**src/rtl/core/ssb_pkg.sv**
```systemverilog
// ----------------------------------------------------------------------------
// ssb_pkg
// Shared types, constants and command tables for the SD SPI boot sequencer.
// ----------------------------------------------------------------------------
`default_nettype none

package ssb_pkg;

    // Register indexes on the configuration port
    localparam int unsigned CFG_IDX_W = 2;
    localparam logic [CFG_IDX_W-1:0] CFG_BOOT_SECTOR = 2'd0;
    localparam logic [CFG_IDX_W-1:0] CFG_LOAD_BASE   = 2'd1;
    localparam logic [CFG_IDX_W-1:0] CFG_POLL_LIMIT  = 2'd2;
    localparam logic [CFG_IDX_W-1:0] CFG_DUMMY_BYTES = 2'd3;
    localparam int unsigned CFG_DATA_W = 32;

    // Register reset values
    localparam logic [31:0] BOOT_SECTOR_RST = 32'd128;
    localparam logic [15:0] LOAD_BASE_RST   = 16'h1000;
    localparam logic [7:0]  POLL_LIMIT_RST  = 8'd10;
    localparam logic [7:0]  DUMMY_BYTES_RST = 8'd10;

    localparam int unsigned BLOCK_BYTES_DEF = 512;
    localparam int unsigned DATA_CNT_W      = 10;

    // Input op codes
    localparam logic OP_START = 1'b0;
    localparam logic OP_XFER  = 1'b1;

    // Byte values
    localparam logic [7:0] BYTE_IDLE  = 8'hFF;
    localparam logic [7:0] TOKEN_DATA = 8'hFE;
    localparam logic [7:0] CMD_START  = 8'h40;

    // Command slots, in sequence order
    localparam logic [2:0] CMD_GO_IDLE   = 3'd0;  // CMD0
    localparam logic [2:0] CMD_IF_COND   = 3'd1;  // CMD8
    localparam logic [2:0] CMD_APP       = 3'd2;  // CMD55
    localparam logic [2:0] CMD_SEND_OP   = 3'd3;  // ACMD41
    localparam logic [2:0] CMD_READ_BLK  = 3'd4;  // CMD17

    localparam logic [2:0] CMD_IDX_CRC   = 3'd6;  // last byte of a command frame
    localparam logic [2:0] R7_LAST       = 3'd4;
    localparam logic [2:0] CRC_LAST      = 3'd2;

    typedef enum logic [8:0] {
        PH_IDLE  = 9'b000000001,
        PH_DUMMY = 9'b000000010,
        PH_SEND  = 9'b000000100,
        PH_POLL  = 9'b000001000,
        PH_R7    = 9'b000010000,
        PH_TOKEN = 9'b000100000,
        PH_DATA  = 9'b001000000,
        PH_CRC   = 9'b010000000,
        PH_DONE  = 9'b100000000
    } t_phase;

    function automatic logic [7:0] cmd_code(input logic [2:0] k);
        logic [7:0] c;
        case (k)
            CMD_GO_IDLE:  c = 8'd0;
            CMD_IF_COND:  c = 8'd8;
            CMD_APP:      c = 8'd55;
            CMD_SEND_OP:  c = 8'd41;
            default:      c = 8'd17;
        endcase
        return c;
    endfunction

    function automatic logic [7:0] cmd_crc(input logic [2:0] k);
        logic [7:0] c;
        case (k)
            CMD_GO_IDLE:  c = 8'h95;
            CMD_IF_COND:  c = 8'h87;
            CMD_APP:      c = 8'h65;
            CMD_SEND_OP:  c = 8'h77;
            default:      c = 8'hFF;
        endcase
        return c;
    endfunction

    function automatic logic [31:0] cmd_arg(input logic [2:0] k, input logic [31:0] sector);
        logic [31:0] a;
        case (k)
            CMD_IF_COND:  a = 32'h0000_01AA;
            CMD_SEND_OP:  a = 32'h4000_0000;
            CMD_READ_BLK: a = sector;
            default:      a = 32'h0;
        endcase
        return a;
    endfunction

    // Byte i of the seven-byte frame for command k
    function automatic logic [7:0] cmd_byte(input logic [2:0] k, input logic [2:0] i,
                                            input logic [31:0] sector);
        logic [31:0] a;
        logic [7:0]  b;
        a = cmd_arg(k, sector);
        case (i)
            3'd0:    b = BYTE_IDLE;
            3'd1:    b = cmd_code(k) | CMD_START;
            3'd2:    b = a[31:24];
            3'd3:    b = a[23:16];
            3'd4:    b = a[15:8];
            3'd5:    b = a[7:0];
            default: b = cmd_crc(k);
        endcase
        return b;
    endfunction

endpackage

`default_nettype wire

```
**src/rtl/core/ssb_if.sv**
```systemverilog
// ----------------------------------------------------------------------------
// ssb_if
// Valid/ready channels of the SD SPI boot sequencer: input, result, config.
// ----------------------------------------------------------------------------
`default_nettype none

interface ssb_in_if;
    logic       valid;
    logic       ready;
    logic       op;
    logic [7:0] rx_byte;
    modport source (output valid, op, rx_byte, input ready);
    modport sink   (input valid, op, rx_byte, output ready);
endinterface

interface ssb_out_if;
    logic        valid;
    logic        ready;
    logic [7:0]  tx_byte;
    logic        send;
    logic        cs_high;
    logic        write_valid;
    logic [15:0] write_addr;
    logic [7:0]  write_data;
    logic        boot_done;
    modport source (output valid, tx_byte, send, cs_high, write_valid, write_addr,
                    write_data, boot_done, input ready);
    modport sink   (input valid, tx_byte, send, cs_high, write_valid, write_addr,
                    write_data, boot_done, output ready);
endinterface

interface ssb_cfg_if;
    logic        valid;
    logic        ready;
    logic [1:0]  index;
    logic [31:0] data;
    modport source (output valid, index, data, input ready);
    modport sink   (input valid, index, data, output ready);
endinterface

`default_nettype wire

```
**src/rtl/core/sd_spi_boot_sequencer_core.sv**
```systemverilog
// ----------------------------------------------------------------------------
// sd_spi_boot_sequencer_core
// SD card SPI-mode init and single block read, one decision per SPI beat.
// ----------------------------------------------------------------------------
// The result beat follows in the cycle after its input beat (result register).
// Throughput: 1 beat per cycle unless o_out stalls; state updates in the same
//   cycle an input beat is taken, so the next beat may follow at once.
// Reset (i_rst_n low, synchronous): sequencer idle, counters cleared, result
//   register empty, config registers back to their reset values.
// ----------------------------------------------------------------------------
`default_nettype none

module sd_spi_boot_sequencer_core #(
    parameter int unsigned BLOCK_BYTES = ssb_pkg::BLOCK_BYTES_DEF
) (
    input  wire logic  i_clk,
    input  wire logic  i_rst_n,
    ssb_in_if.sink     i_in,
    ssb_cfg_if.sink    i_cfg,
    ssb_out_if.source  o_out
);
    import ssb_pkg::*;

    // Data counter wraps at 10 bits; a 1024-byte block ends when it wraps to 0
    localparam logic [DATA_CNT_W-1:0] BLK_END = DATA_CNT_W'(BLOCK_BYTES % 1024);

    // Configuration
    logic [31:0] r_boot_sector;
    logic [15:0] r_load_base;
    logic [7:0]  r_poll_limit;
    logic [7:0]  r_dummy_bytes;

    // Sequencer state
    t_phase                r_phase,    n_phase;
    logic [2:0]            r_cmd,      n_cmd;      // current command slot
    logic [2:0]            r_idx,      n_idx;      // byte within frame / R7 / CRC
    logic [7:0]            r_poll_cnt, n_poll_cnt;
    logic [7:0]            r_dummy_cnt, n_dummy_cnt;
    logic [DATA_CNT_W-1:0] r_data_cnt, n_data_cnt;

    // Result register
    logic        r_out_valid;
    logic [7:0]  r_tx,   n_tx;
    logic        r_send, n_send;
    logic        r_cs,   n_cs;
    logic        r_wv,   n_wv;
    logic [15:0] r_wa,   n_wa;
    logic [7:0]  r_wd,   n_wd;
    logic        r_done, n_done;

    logic                  in_beat;
    logic                  running;
    logic                  resp_end;
    logic [DATA_CNT_W-1:0] data_inc;

    // Result register drains or is empty: take the next beat
    assign i_in.ready = !r_out_valid || o_out.ready;
    assign in_beat    = i_in.valid && i_in.ready;
    assign i_cfg.ready = 1'b1;

    assign running  = (r_phase != PH_IDLE) && (r_phase != PH_DONE);
    // Response seen (bit 7 clear) or poll budget spent
    assign resp_end = !i_in.rx_byte[7] || (r_poll_cnt >= r_poll_limit);
    assign data_inc = r_data_cnt + DATA_CNT_W'(1);

    always_comb begin
        n_phase     = r_phase;
        n_cmd       = r_cmd;
        n_idx       = r_idx;
        n_poll_cnt  = r_poll_cnt;
        n_dummy_cnt = r_dummy_cnt;
        n_data_cnt  = r_data_cnt;

        n_tx   = BYTE_IDLE;
        n_send = 1'b0;
        n_cs   = 1'b1;
        n_wv   = 1'b0;
        n_wa   = 16'h0;
        n_wd   = 8'h0;
        n_done = 1'b0;

        if (i_in.op == OP_START) begin
            if (running) begin
                // Start mid-run is dropped; report the current CS level
                n_cs = (r_phase == PH_DUMMY);
            end else begin
                n_phase     = PH_DUMMY;
                n_dummy_cnt = 8'd1;
                n_idx       = 3'd0;
                n_poll_cnt  = 8'd0;
                n_data_cnt  = '0;
                n_send      = 1'b1;
            end
        end else if (!running) begin
            n_done = (r_phase == PH_DONE);
        end else begin
            n_send = 1'b1;
            n_cs   = 1'b0;
            case (r_phase)
                PH_DUMMY: begin
                    if (r_dummy_cnt < r_dummy_bytes) begin
                        n_dummy_cnt = r_dummy_cnt + 8'd1;
                        n_cs        = 1'b1;
                    end else begin
                        n_phase = PH_SEND;
                        n_cmd   = CMD_GO_IDLE;
                        n_idx   = 3'd1;
                    end
                end
                PH_SEND: begin
                    if (r_idx <= CMD_IDX_CRC) begin
                        n_tx  = cmd_byte(r_cmd, r_idx, r_boot_sector);
                        n_idx = r_idx + 3'd1;
                    end else begin
                        n_phase    = PH_POLL;
                        n_poll_cnt = 8'd1;
                    end
                end
                PH_POLL: begin
                    if (resp_end) begin
                        case (r_cmd)
                            CMD_GO_IDLE: begin
                                n_phase = PH_SEND;
                                n_cmd   = CMD_IF_COND;
                                n_idx   = 3'd1;
                            end
                            CMD_IF_COND: begin
                                n_phase = PH_R7;
                                n_idx   = 3'd1;
                            end
                            CMD_APP: begin
                                n_phase = PH_SEND;
                                n_cmd   = CMD_SEND_OP;
                                n_idx   = 3'd1;
                            end
                            CMD_SEND_OP: begin
                                // Card ready only on a zero response
                                n_phase = PH_SEND;
                                n_cmd   = (i_in.rx_byte == 8'h00) ? CMD_READ_BLK : CMD_APP;
                                n_idx   = 3'd1;
                            end
                            default: begin
                                n_phase = PH_TOKEN;
                            end
                        endcase
                    end else begin
                        n_poll_cnt = r_poll_cnt + 8'd1;
                    end
                end
                PH_R7: begin
                    if (r_idx < R7_LAST) begin
                        n_idx = r_idx + 3'd1;
                    end else begin
                        n_phase = PH_SEND;
                        n_cmd   = CMD_APP;
                        n_idx   = 3'd1;
                    end
                end
                PH_TOKEN: begin
                    if (i_in.rx_byte == TOKEN_DATA) begin
                        n_phase    = PH_DATA;
                        n_data_cnt = '0;
                    end
                end
                PH_DATA: begin
                    n_wv       = 1'b1;
                    n_wa       = r_load_base + 16'(r_data_cnt);
                    n_wd       = i_in.rx_byte;
                    n_data_cnt = data_inc;
                    if (data_inc == BLK_END) begin
                        n_phase = PH_CRC;
                        n_idx   = 3'd1;
                    end
                end
                PH_CRC: begin
                    if (r_idx < CRC_LAST) begin
                        n_idx = r_idx + 3'd1;
                    end else begin
                        n_phase = PH_DONE;
                        n_send  = 1'b0;
                        n_cs    = 1'b1;
                        n_done  = 1'b1;
                    end
                end
                default: begin
                    n_send = 1'b0;
                    n_cs   = 1'b1;
                end
            endcase
        end
    end

    // Control state and configuration
    always_ff @(posedge i_clk) begin
        if (!i_rst_n) begin
            r_phase       <= PH_IDLE;
            r_cmd         <= CMD_GO_IDLE;
            r_idx         <= 3'd0;
            r_poll_cnt    <= 8'd0;
            r_dummy_cnt   <= 8'd0;
            r_data_cnt    <= '0;
            r_out_valid   <= 1'b0;
            r_boot_sector <= BOOT_SECTOR_RST;
            r_load_base   <= LOAD_BASE_RST;
            r_poll_limit  <= POLL_LIMIT_RST;
            r_dummy_bytes <= DUMMY_BYTES_RST;
        end else begin
            if (in_beat) begin
                r_phase     <= n_phase;
                r_cmd       <= n_cmd;
                r_idx       <= n_idx;
                r_poll_cnt  <= n_poll_cnt;
                r_dummy_cnt <= n_dummy_cnt;
                r_data_cnt  <= n_data_cnt;
                r_out_valid <= 1'b1;
            end else if (o_out.ready) begin
                r_out_valid <= 1'b0;
            end
            if (i_cfg.valid) begin
                case (i_cfg.index)
                    CFG_BOOT_SECTOR: r_boot_sector <= i_cfg.data;
                    CFG_LOAD_BASE:   r_load_base   <= i_cfg.data[15:0];
                    CFG_POLL_LIMIT:  r_poll_limit  <= i_cfg.data[7:0];
                    CFG_DUMMY_BYTES: r_dummy_bytes <= i_cfg.data[7:0];
                    default: ;
                endcase
            end
        end
    end

    // Result payload, loaded on each input beat
    always_ff @(posedge i_clk) begin
        if (in_beat) begin
            r_tx   <= n_tx;
            r_send <= n_send;
            r_cs   <= n_cs;
            r_wv   <= n_wv;
            r_wa   <= n_wa;
            r_wd   <= n_wd;
            r_done <= n_done;
        end
    end

    assign o_out.valid       = r_out_valid;
    assign o_out.tx_byte     = r_tx;
    assign o_out.send        = r_send;
    assign o_out.cs_high     = r_cs;
    assign o_out.write_valid = r_wv;
    assign o_out.write_addr  = r_wa;
    assign o_out.write_data  = r_wd;
    assign o_out.boot_done   = r_done;

endmodule

`default_nettype wire
```
**src/flat_wrapper.sv**
```systemverilog
// flat-port wrapper written by rule: the top's interface ports become plain ports
module sd_spi_boot_sequencer_core_flat import ssb_pkg::*;
#(
    parameter int unsigned BLOCK_BYTES = ssb_pkg::BLOCK_BYTES_DEF
)
  (i_clk, i_rst_n, i_in_valid, i_in_op, i_in_rx_byte, i_in_ready, i_cfg_valid, i_cfg_index, i_cfg_data, i_cfg_ready, o_out_valid, o_out_tx_byte, o_out_send, o_out_cs_high, o_out_write_valid, o_out_write_addr, o_out_write_data, o_out_boot_done, o_out_ready);
  ssb_in_if i_in_i ();
  ssb_cfg_if i_cfg_i ();
  ssb_out_if o_out_i ();
  input  wire logic i_clk;
  input  wire logic i_rst_n;
  input wire logic [$bits(i_in_i.valid)-1:0] i_in_valid;
  input wire logic [$bits(i_in_i.op)-1:0] i_in_op;
  input wire logic [$bits(i_in_i.rx_byte)-1:0] i_in_rx_byte;
  output wire logic [$bits(i_in_i.ready)-1:0] i_in_ready;
  input wire logic [$bits(i_cfg_i.valid)-1:0] i_cfg_valid;
  input wire logic [$bits(i_cfg_i.index)-1:0] i_cfg_index;
  input wire logic [$bits(i_cfg_i.data)-1:0] i_cfg_data;
  output wire logic [$bits(i_cfg_i.ready)-1:0] i_cfg_ready;
  output wire logic [$bits(o_out_i.valid)-1:0] o_out_valid;
  output wire logic [$bits(o_out_i.tx_byte)-1:0] o_out_tx_byte;
  output wire logic [$bits(o_out_i.send)-1:0] o_out_send;
  output wire logic [$bits(o_out_i.cs_high)-1:0] o_out_cs_high;
  output wire logic [$bits(o_out_i.write_valid)-1:0] o_out_write_valid;
  output wire logic [$bits(o_out_i.write_addr)-1:0] o_out_write_addr;
  output wire logic [$bits(o_out_i.write_data)-1:0] o_out_write_data;
  output wire logic [$bits(o_out_i.boot_done)-1:0] o_out_boot_done;
  input wire logic [$bits(o_out_i.ready)-1:0] o_out_ready;
  assign i_in_i.valid = i_in_valid;
  assign i_in_i.op = i_in_op;
  assign i_in_i.rx_byte = i_in_rx_byte;
  assign i_in_ready = i_in_i.ready;
  assign i_cfg_i.valid = i_cfg_valid;
  assign i_cfg_i.index = i_cfg_index;
  assign i_cfg_i.data = i_cfg_data;
  assign i_cfg_ready = i_cfg_i.ready;
  assign o_out_valid = o_out_i.valid;
  assign o_out_tx_byte = o_out_i.tx_byte;
  assign o_out_send = o_out_i.send;
  assign o_out_cs_high = o_out_i.cs_high;
  assign o_out_write_valid = o_out_i.write_valid;
  assign o_out_write_addr = o_out_i.write_addr;
  assign o_out_write_data = o_out_i.write_data;
  assign o_out_boot_done = o_out_i.boot_done;
  assign o_out_i.ready = o_out_ready;
  sd_spi_boot_sequencer_core #(.BLOCK_BYTES(BLOCK_BYTES)) u_core (.i_clk(i_clk), .i_rst_n(i_rst_n), .i_in(i_in_i), .i_cfg(i_cfg_i), .o_out(o_out_i));
endmodule
```
**config.mk**
```make
export PLATFORM = sky130hd
export DESIGN_NAME = sd_spi_boot_sequencer_core_flat
export DESIGN_NICKNAME = d
export VERILOG_FILES = /design/src/rtl/core/ssb_pkg.sv /design/src/rtl/core/ssb_if.sv /design/src/rtl/core/sd_spi_boot_sequencer_core.sv /design/src/flat_wrapper.sv
export SDC_FILE = /design/constraint.sdc
export NUM_CORES = 1
export LEC_CHECK = 0
export BUFFER_PORTS_ARGS = -buffer_cell sky130_fd_sc_hd__buf_2
export CORE_MARGIN = 5
export CORE_UTILIZATION = 59
export DETAILED_ROUTE_END_ITERATION = 8
export GPL_ROUTABILITY_DRIVEN = 0
export GPL_TIMING_DRIVEN = 0
export HOLD_SLACK_MARGIN = 0.15
export PLACE_DENSITY = 0.86
export SYNTH_ARGS = -nofsm -noshare
export SYNTH_HDL_FRONTEND = slang
export SYNTH_SLANG_ARGS = --single-unit
```
**constraint.sdc**
```tcl
create_clock -name i_clk -period 4.22 [get_ports i_clk]
set_clock_uncertainty 0.05 [all_clocks]
set_input_delay 1.266 -clock i_clk [delete_from_list [all_inputs] [get_ports i_clk]]
set_output_delay 1.266 -clock i_clk [all_outputs]
set_load 0.1 [all_outputs]
```
==> flow_summary_export.csv, run 1 <==
group,metric,value,unit
status,status,"finished clean",
clock_tree,numCtsBuffers,17,
timing,finalSetupViolations,0,
setup_path,crit_type,"reg2reg",
worst_hold_path,hold_path_class,"reg2reg",
setup_path,worstSetupEndpointType,"flip-flop",
placed_design,dpl.cell_count,1164,
pwr,ir_worst_vdd,0.312,mV
pwr,pwr-share-comb,0.155,
global_routing,grtUsageTotal,0.267,
clock_tree,clockBufferDepth,2,
setup_path,cp.required,4450,ps
timing,max-slew-margin-rel,0.327,
setup_path,arrival,3840,ps
placed_design,port_buffers,84,
pwr,p_int,2.53,mW
clock_tree,cts_setup_buffers,0,
timing,worst_hold_slack,405,ps
finish,antenna_cells,0,
pwr,power,3.52,mW
synth,avgSynthCellArea,8.29,sq um
placed_design,place_area,8170,sq um
clock_tree,cts_tree,"yes",
placed_design,dp.final_hpwl,14200,microns
global_routing,grt_start_max_net_pins,38,
floorplanning,initial_core_util,0.599,
routing,drc_errors,0,
global_routing,grt_pass1_vias,6687,
timing,period_minus_slack,3610,ps
clock_tree,ctsHoldBuffers,0,
run,maxCapViolations,0,
synth,yosysWarningCount,0,
synth,synth_area,7530,sq um
routing,wl_per_cell,16.3,microns
clock_tree,clkTransAtPathRegs,60,ps
routing,drt_wl_total,19600,microns
routing,dr.pass1.iters,5,
synth,yosys_register_bits,142,
pwr,power_frac_clock,0.427,
clock_tree,cts.sinks,142,
timing,tns,0,ps
timing,worst_slew_pin_slew,1010,ps
pwr,switchingPower,985,uW
finish,syn_to_final_growth,16.7,%
pwr,swShare,0.280,
timing,fin_crit_sh,0.856,
routing,ant_nets,0,
floorplanning,die_w,123,microns
placed_design,dp_slack,395,ps
timing,fmax,0.277,GHz
synth,postSynthCellCount,908,
clock_tree,cts.repair.resized,0,
setup_path,crit_fanout,10,
synth,syn_nets,993,
pwr,p_leak,3.32,nW
floorplanning,die-area,15100,sq um
finish,final_cell_count_no_fill,1196,
timing,finalHoldViolCount,0,
pwr,powerDensity,400,nW/um^2
finish,stdcell_area,8790,sq um
finish,layout.nets,1097,
global_routing,grt_overflow,0,
synth,yosysUniqueCellTypes,68,
timing,worst_slack,608,ps
synth,synth_ff_type,"dfxtp_1",
clock_tree,htreeDepth,4,
global_routing,grt_first_pass_wirelength,31700,microns
pwr,seqPwrFrac,0.418,
clock_tree,cts_root_buf,"clkbuf_16",
finish,fillCellCount,1000,
floorplanning,num_rows,41,
setup_path,start_kind,"flip-flop",
synth,async_reset_ff_frac,0,
timing,drv_slew,0,
finish,utilization,0.699,
synth,synth_edf_count,36,
synth,ys_seq_area_frac,0.425,
routing,drtIter0Drc,693,
routing,via_count,7117,
global_routing,antenna_found_initial,0,
timing,rsz0062_at_grt,"no",
floorplanning,die_h,123,microns
floorplanning,fp.coreArea,12600,sq um
finish,drive_gt1_frac,0.141,
routing,vias_per_cell,5.95,
floorplanning,io_pins,87,
clock_tree,clkLatencyLatePin,430,ps
-- layout make-up --
| cell class | count | area (sq um) | area share |
|---|---|---|---|
| multi-input cells | 669 | 3930 | 0.447 |
| flip-flops and latches | 142 | 3200 | 0.365 |
| clock buffers | 22 | 487 | 0.0554 |
| repair buffers | 85 | 448 | 0.0510 |
| plain buffers | 57 | 248 | 0.0282 |
| well taps | 172 | 215 | 0.0245 |
| inverters | 40 | 150 | 0.0171 |
| clock inverters | 9 | 106 | 0.0121 |
-- layout by cell type (no fill, tap or decap), drive strengths merged, types with 5 or more instances in the layout --
cell / instances
nand2: 195
nor3: 22
o211ai: 5
a31oi: 6
dfxtp: 106
o21a: 7
clkinv: 5
or3: 11
a21oi: 104
a222oi: 8
clkbuf: 66
or4b: 5
nor2b: 9
mux2i: 13
nand4: 7
o21ai: 41
nand3: 27
and2: 5
inv: 41
ha: 36
nand4b: 9
buf: 98
a21boi: 6
and3: 24
nor2: 41
nor4: 5
or2: 7
edfxtp: 36
or4: 6
xor2: 11
-- logic make-up after synthesis --
| group | count (synthesis) | share of synthesized area |
|---|---|---|
| flops | 142 | 0.425 |
| compound gates | 213 | 0.172 |
| mux | 14 | 0.0188 |
| simple gates | 389 | 0.250 |
| other cells | 1 | 0.000498 |
| fa+ha+maj | 37 | 0.0625 |
| xor+xnor | 15 | 0.0174 |
| buf+inv | 97 | 0.0528 |
-- power groups by stage --
stage	Clock (mW)	Sequential [mW]	Combinational [mW]
after floorplan	0	1.61	0.284
after global placement	0	1.50	0.520
after detailed placement	0	1.50	0.530
after CTS	1.51	1.47	0.534
after global routing	1.57	1.48	0.591
final	1.50	1.47	0.546
-- final timing paths --
| kind | startpoint | endpoint | slack [ps] | cells past startpoint |
|---|---|---|---|---|
| worst max register to register | u_core.r_phase[2] | u_core.r_data_cnt[5] | 610 | 12 |
| worst max-delay path | u_core.r_phase[2] | u_core.r_data_cnt[5] | 610 | 12 |
| worst min register to register | u_core.r_dummy_bytes[2] | u_core.r_dummy_bytes[2] | 410 | 2 |
| worst min-delay path | u_core.r_dummy_bytes[2] | u_core.r_dummy_bytes[2] | 410 | 2 |
-- sequential cells by signal, indices dropped and copies added (netlist names) --
register                  cells
u_core.r_phase                9
u_core.o_out.cs_high          1
u_core.r_poll_cnt             8
u_core.r_dummy_bytes          8
u_core.o_out.write_addr      16
u_core.o_out.send             1
u_core.o_out.write_valid      1
u_core.o_out.boot_done        1
u_core.r_idx                  3
u_core.r_poll_limit           8
u_core.o_out.tx_byte          8
u_core.r_dummy_cnt            8
u_core.o_out.write_data       8
u_core.r_data_cnt            10
u_core.r_cmd                  3
u_core.r_boot_sector         32
u_core.o_out.valid            1
u_core.r_load_base           16
-- layer usage --
metal | part of all wire | GRT usage | up-vias
met5 | 0 | 0 | -
met4 | 0.031 | 0.123 | 0
met3 | 0.089 | 0.0750 | 59
met2 | 0.46 | 0.427 | 326
met1 | 0.42 | 0.335 | 3311
li1 | - | - | 3421
-- synthesized netlist by cell type (11+ instances only) --
master,instances,share of area
nor3_1,22,0.015
and3_1,24,0.020
mux2i_1,13,0.017
a21oi_1,104,0.069
or3_1,11,0.0091
edfxtp_1,36,0.14
o21ai_0,41,0.027
ha_1,36,0.060
xor2_1,11,0.013
nor2_1,41,0.020
clkbuf_1,44,0.022
nand2_1,195,0.097
inv_1,38,0.019
nand3_1,25,0.017
dfxtp_1,106,0.28
-- critical path, cell delays in order (launching register included) --
cell and delay [ps]:
dfxtp_1 290, clkbuf_1 230, or4_4 510, nor4_2 450
inv_2 180, ha_1 320, nand3_1 150, a31oi_1 260
o21a_1 280, clkbuf_1 370, o21ai_0 180, nand2_1 120
a21oi_1 70
No activity file was read; power rests on OpenSTA's default activity.
==> inputs of run 2 (changes only) <==
--- a/config.mk
+++ b/config.mk
@@ -10,9 +10,8 @@
 export CORE_UTILIZATION = 59
 export DETAILED_ROUTE_END_ITERATION = 8
 export GPL_ROUTABILITY_DRIVEN = 0
-export GPL_TIMING_DRIVEN = 0
 export HOLD_SLACK_MARGIN = 0.15
-export PLACE_DENSITY = 0.86
+export PLACE_DENSITY = 0.89
 export SYNTH_ARGS = -nofsm -noshare
 export SYNTH_HDL_FRONTEND = slang
 export SYNTH_SLANG_ARGS = --single-unit
==> flow_summary_export.csv, run 2 (synthesis results as in run 1) <==
group,metric,value,unit
finish,layout_common_cells,"nand2_1 (195), dfxtp_1 (106), a21oi_1 (104), buf_2 (85)",
setup_path,r2r_cells,9,
global_routing,top_usage_layer,"met2",
setup_path,crit_fanout,10,
floorplanning,io_pins,87,
global_routing,grt_start_max_net_pins,44,
routing,wl_per_cell,16.8,microns
finish,utilization,0.687,
setup_path,arrival,3730,ps
worst_hold_path,hold_depth,2,
routing,drtIter0Drc,821,
setup_path,worst_r2r_endpoint,"u_core.r_phase[2]",
floorplanning,fp.coreArea,12600,sq um
finish,drive_gt1_frac,0.150,
timing,drv_slew,0,
setup_path,cp_slowest_stage_delay,600,ps
clock_tree,cts.sinks,142,
routing,vias_per_cell,6.05,
placed_design,dp.final_hpwl,13200,microns
clock_tree,numCtsBuffers,17,
routing,via_count,6953,
timing,finalHoldViolCount,0,
floorplanning,die_w,123,microns
placed_design,dp_slack,643,ps
global_routing,grt_use_met1,0.339,
setup_path,cp.required,4520,ps
global_routing,antenna_found_initial,0,
status,status,"finished clean",
floorplanning,die_h,123,microns
worst_hold_path,hold_path_class,"reg2reg",
pwr,ir_worst_vdd,0.282,mV
finish,largest_register,"u_core.r_boot_sector",
global_routing,gr-usage-met2,0.419,
finish,multi_input_area,3940,sq um
clock_tree,cts_root_buf,"clkbuf_16",
finish,syn_to_final_growth,14.6,%
worst_hold_path,hold_end,"u_core.r_dummy_bytes[2]",
clock_tree,htreeDepth,4,
setup_path,timing.rr.start,"u_core.r_phase[5]",
global_routing,grt_pass1_vias,6357,
floorplanning,num_rows,41,
timing,worst_slack,790,ps
global_routing,grt_first_pass_wirelength,31000,microns
routing,drt_wl_total,19300,microns
clock_tree,cts_tree,"yes",
clock_tree,clkLatencyLatePin,430,ps
timing,rsz0062_at_grt,"no",
pwr,p_leak,3.28,nW
finish,antenna_cells,0,
floorplanning,die-area,15100,sq um
pwr,power,3.57,mW
finish,largest_reg_flops,32,
routing,dr.pass1.iters,6,
clock_tree,ctsHoldBuffers,0,
clock_tree,cts.repair.resized,0,
setup_path,worstSetupEndpointType,"flip-flop",
placed_design,port_buffers,85,
timing,tns,0,ps
routing,ant_nets,0,
timing,max-slew-margin-rel,0.334,
global_routing,met3_usage,0.0595,
routing,drc_errors,0,
finish,fillCellCount,940,
finish,ff_latch_area,3200,sq um
global_routing,grt_overflow,0,
timing,finalSetupViolations,0,
clock_tree,cts_setup_buffers,0,
clock_tree,clkTransAtPathRegs,60,ps
timing,worst_slew_pin_slew,997,ps
floorplanning,initial_core_util,0.599,
timing,period_minus_slack,3430,ps
run,maxCapViolations,0,
setup_path,critPathSlowestCell,"or4_4",
finish,layout_commonest_cell,"nand2_1",
setup_path,start_kind,"flip-flop",
timing,fmax,0.292,GHz
setup_path,r2r_slack,790,ps
setup_path,crit_type,"reg2reg",
clock_tree,clockBufferDepth,2,
finish,layout.nets,1049,
timing,fin_crit_sh,0.813,
setup_path,cp_cell_sequence,"or4_4 -> nor4_2 -> inv_2 -> ha_1 -> nand3_1 -> a31oi_1 -> o21ai_0 -> a211oi_4 -> mux2i_1",
pwr,powerDensity,414,nW/um^2
worst_hold_path,min-delay-start,"u_core.r_dummy_bytes[2]",
global_routing,grtUsageTotal,0.261,
-- run 2: how the worst max path moves through the flow --
stage / start / depth (start not counted) / to / slack, ps
2_1_floorplan: o_out_ready / 7 / u_core.r_cmd[1] / 420
3_3_place_gp: i_in_rx_byte[7] / 7 / u_core.r_phase[5] / 770
3_5_place_dp: i_in_rx_byte[7] / 7 / u_core.r_phase[0] / 640
4_1_cts: u_core.r_phase[5] / 9 / u_core.r_phase[2] / 870
5_1_grt: u_core.r_phase[5] / 9 / u_core.r_phase[0] / 610
6_report: u_core.r_phase[5] / 9 / u_core.r_phase[2] / 790
-- run 2: stage by stage --
| stage | hold slack [ps] | cell area, sq um | cells |
|---|---|---|---|
| 2_1_floorplan | 384 | 7530 | 908 |
| 3_3_place_gp | 391 | 8000 | 1117 |
| 3_5_place_dp | 396 | 8000 | 1117 |
| 4_1_cts | 404 | 8630 | 1149 |
| 5_1_grt | 419 | 8630 | 1149 |
| 6_report | 404 | 8630 | 1149 |
-- run 2: layout make-up --
| class | count | share of cell area |
|---|---|---|
| multi-input combinational | 669 | 0.456 |
| sequential | 142 | 0.371 |
| clock buffer | 24 | 0.0620 |
| timing repair buffer | 94 | 0.0571 |
| tap | 172 | 0.0249 |
| inverter | 40 | 0.0174 |
| clock inverter | 8 | 0.0116 |
-- run 2: layer usage --
layer,vias to the layer above,part of all wire
li1,3340,-
met1,3144,0.41
met2,406,0.46
met3,63,0.10
met4,0,0.029
met5,-,0
-- run 2: power breakdown --
group	internal, mW	switching [mW]	leakage [nW]	total, mW
logic	0.146	0.364	1.78	0.510
registers	1.44	0.0433	1.19	1.49
clock network	1.01	0.566	0.312	1.57
total	2.60	0.973	3.28	3.57
-- run 2: critical path: cells and delay by family, from the launching register on --
kind	cells	cell delay, ps
fa+ha+maj	1	310
mux	1	260
compound gates	3	1030
buf+inv	1	160
simple gates	3	1120
flops	1	410
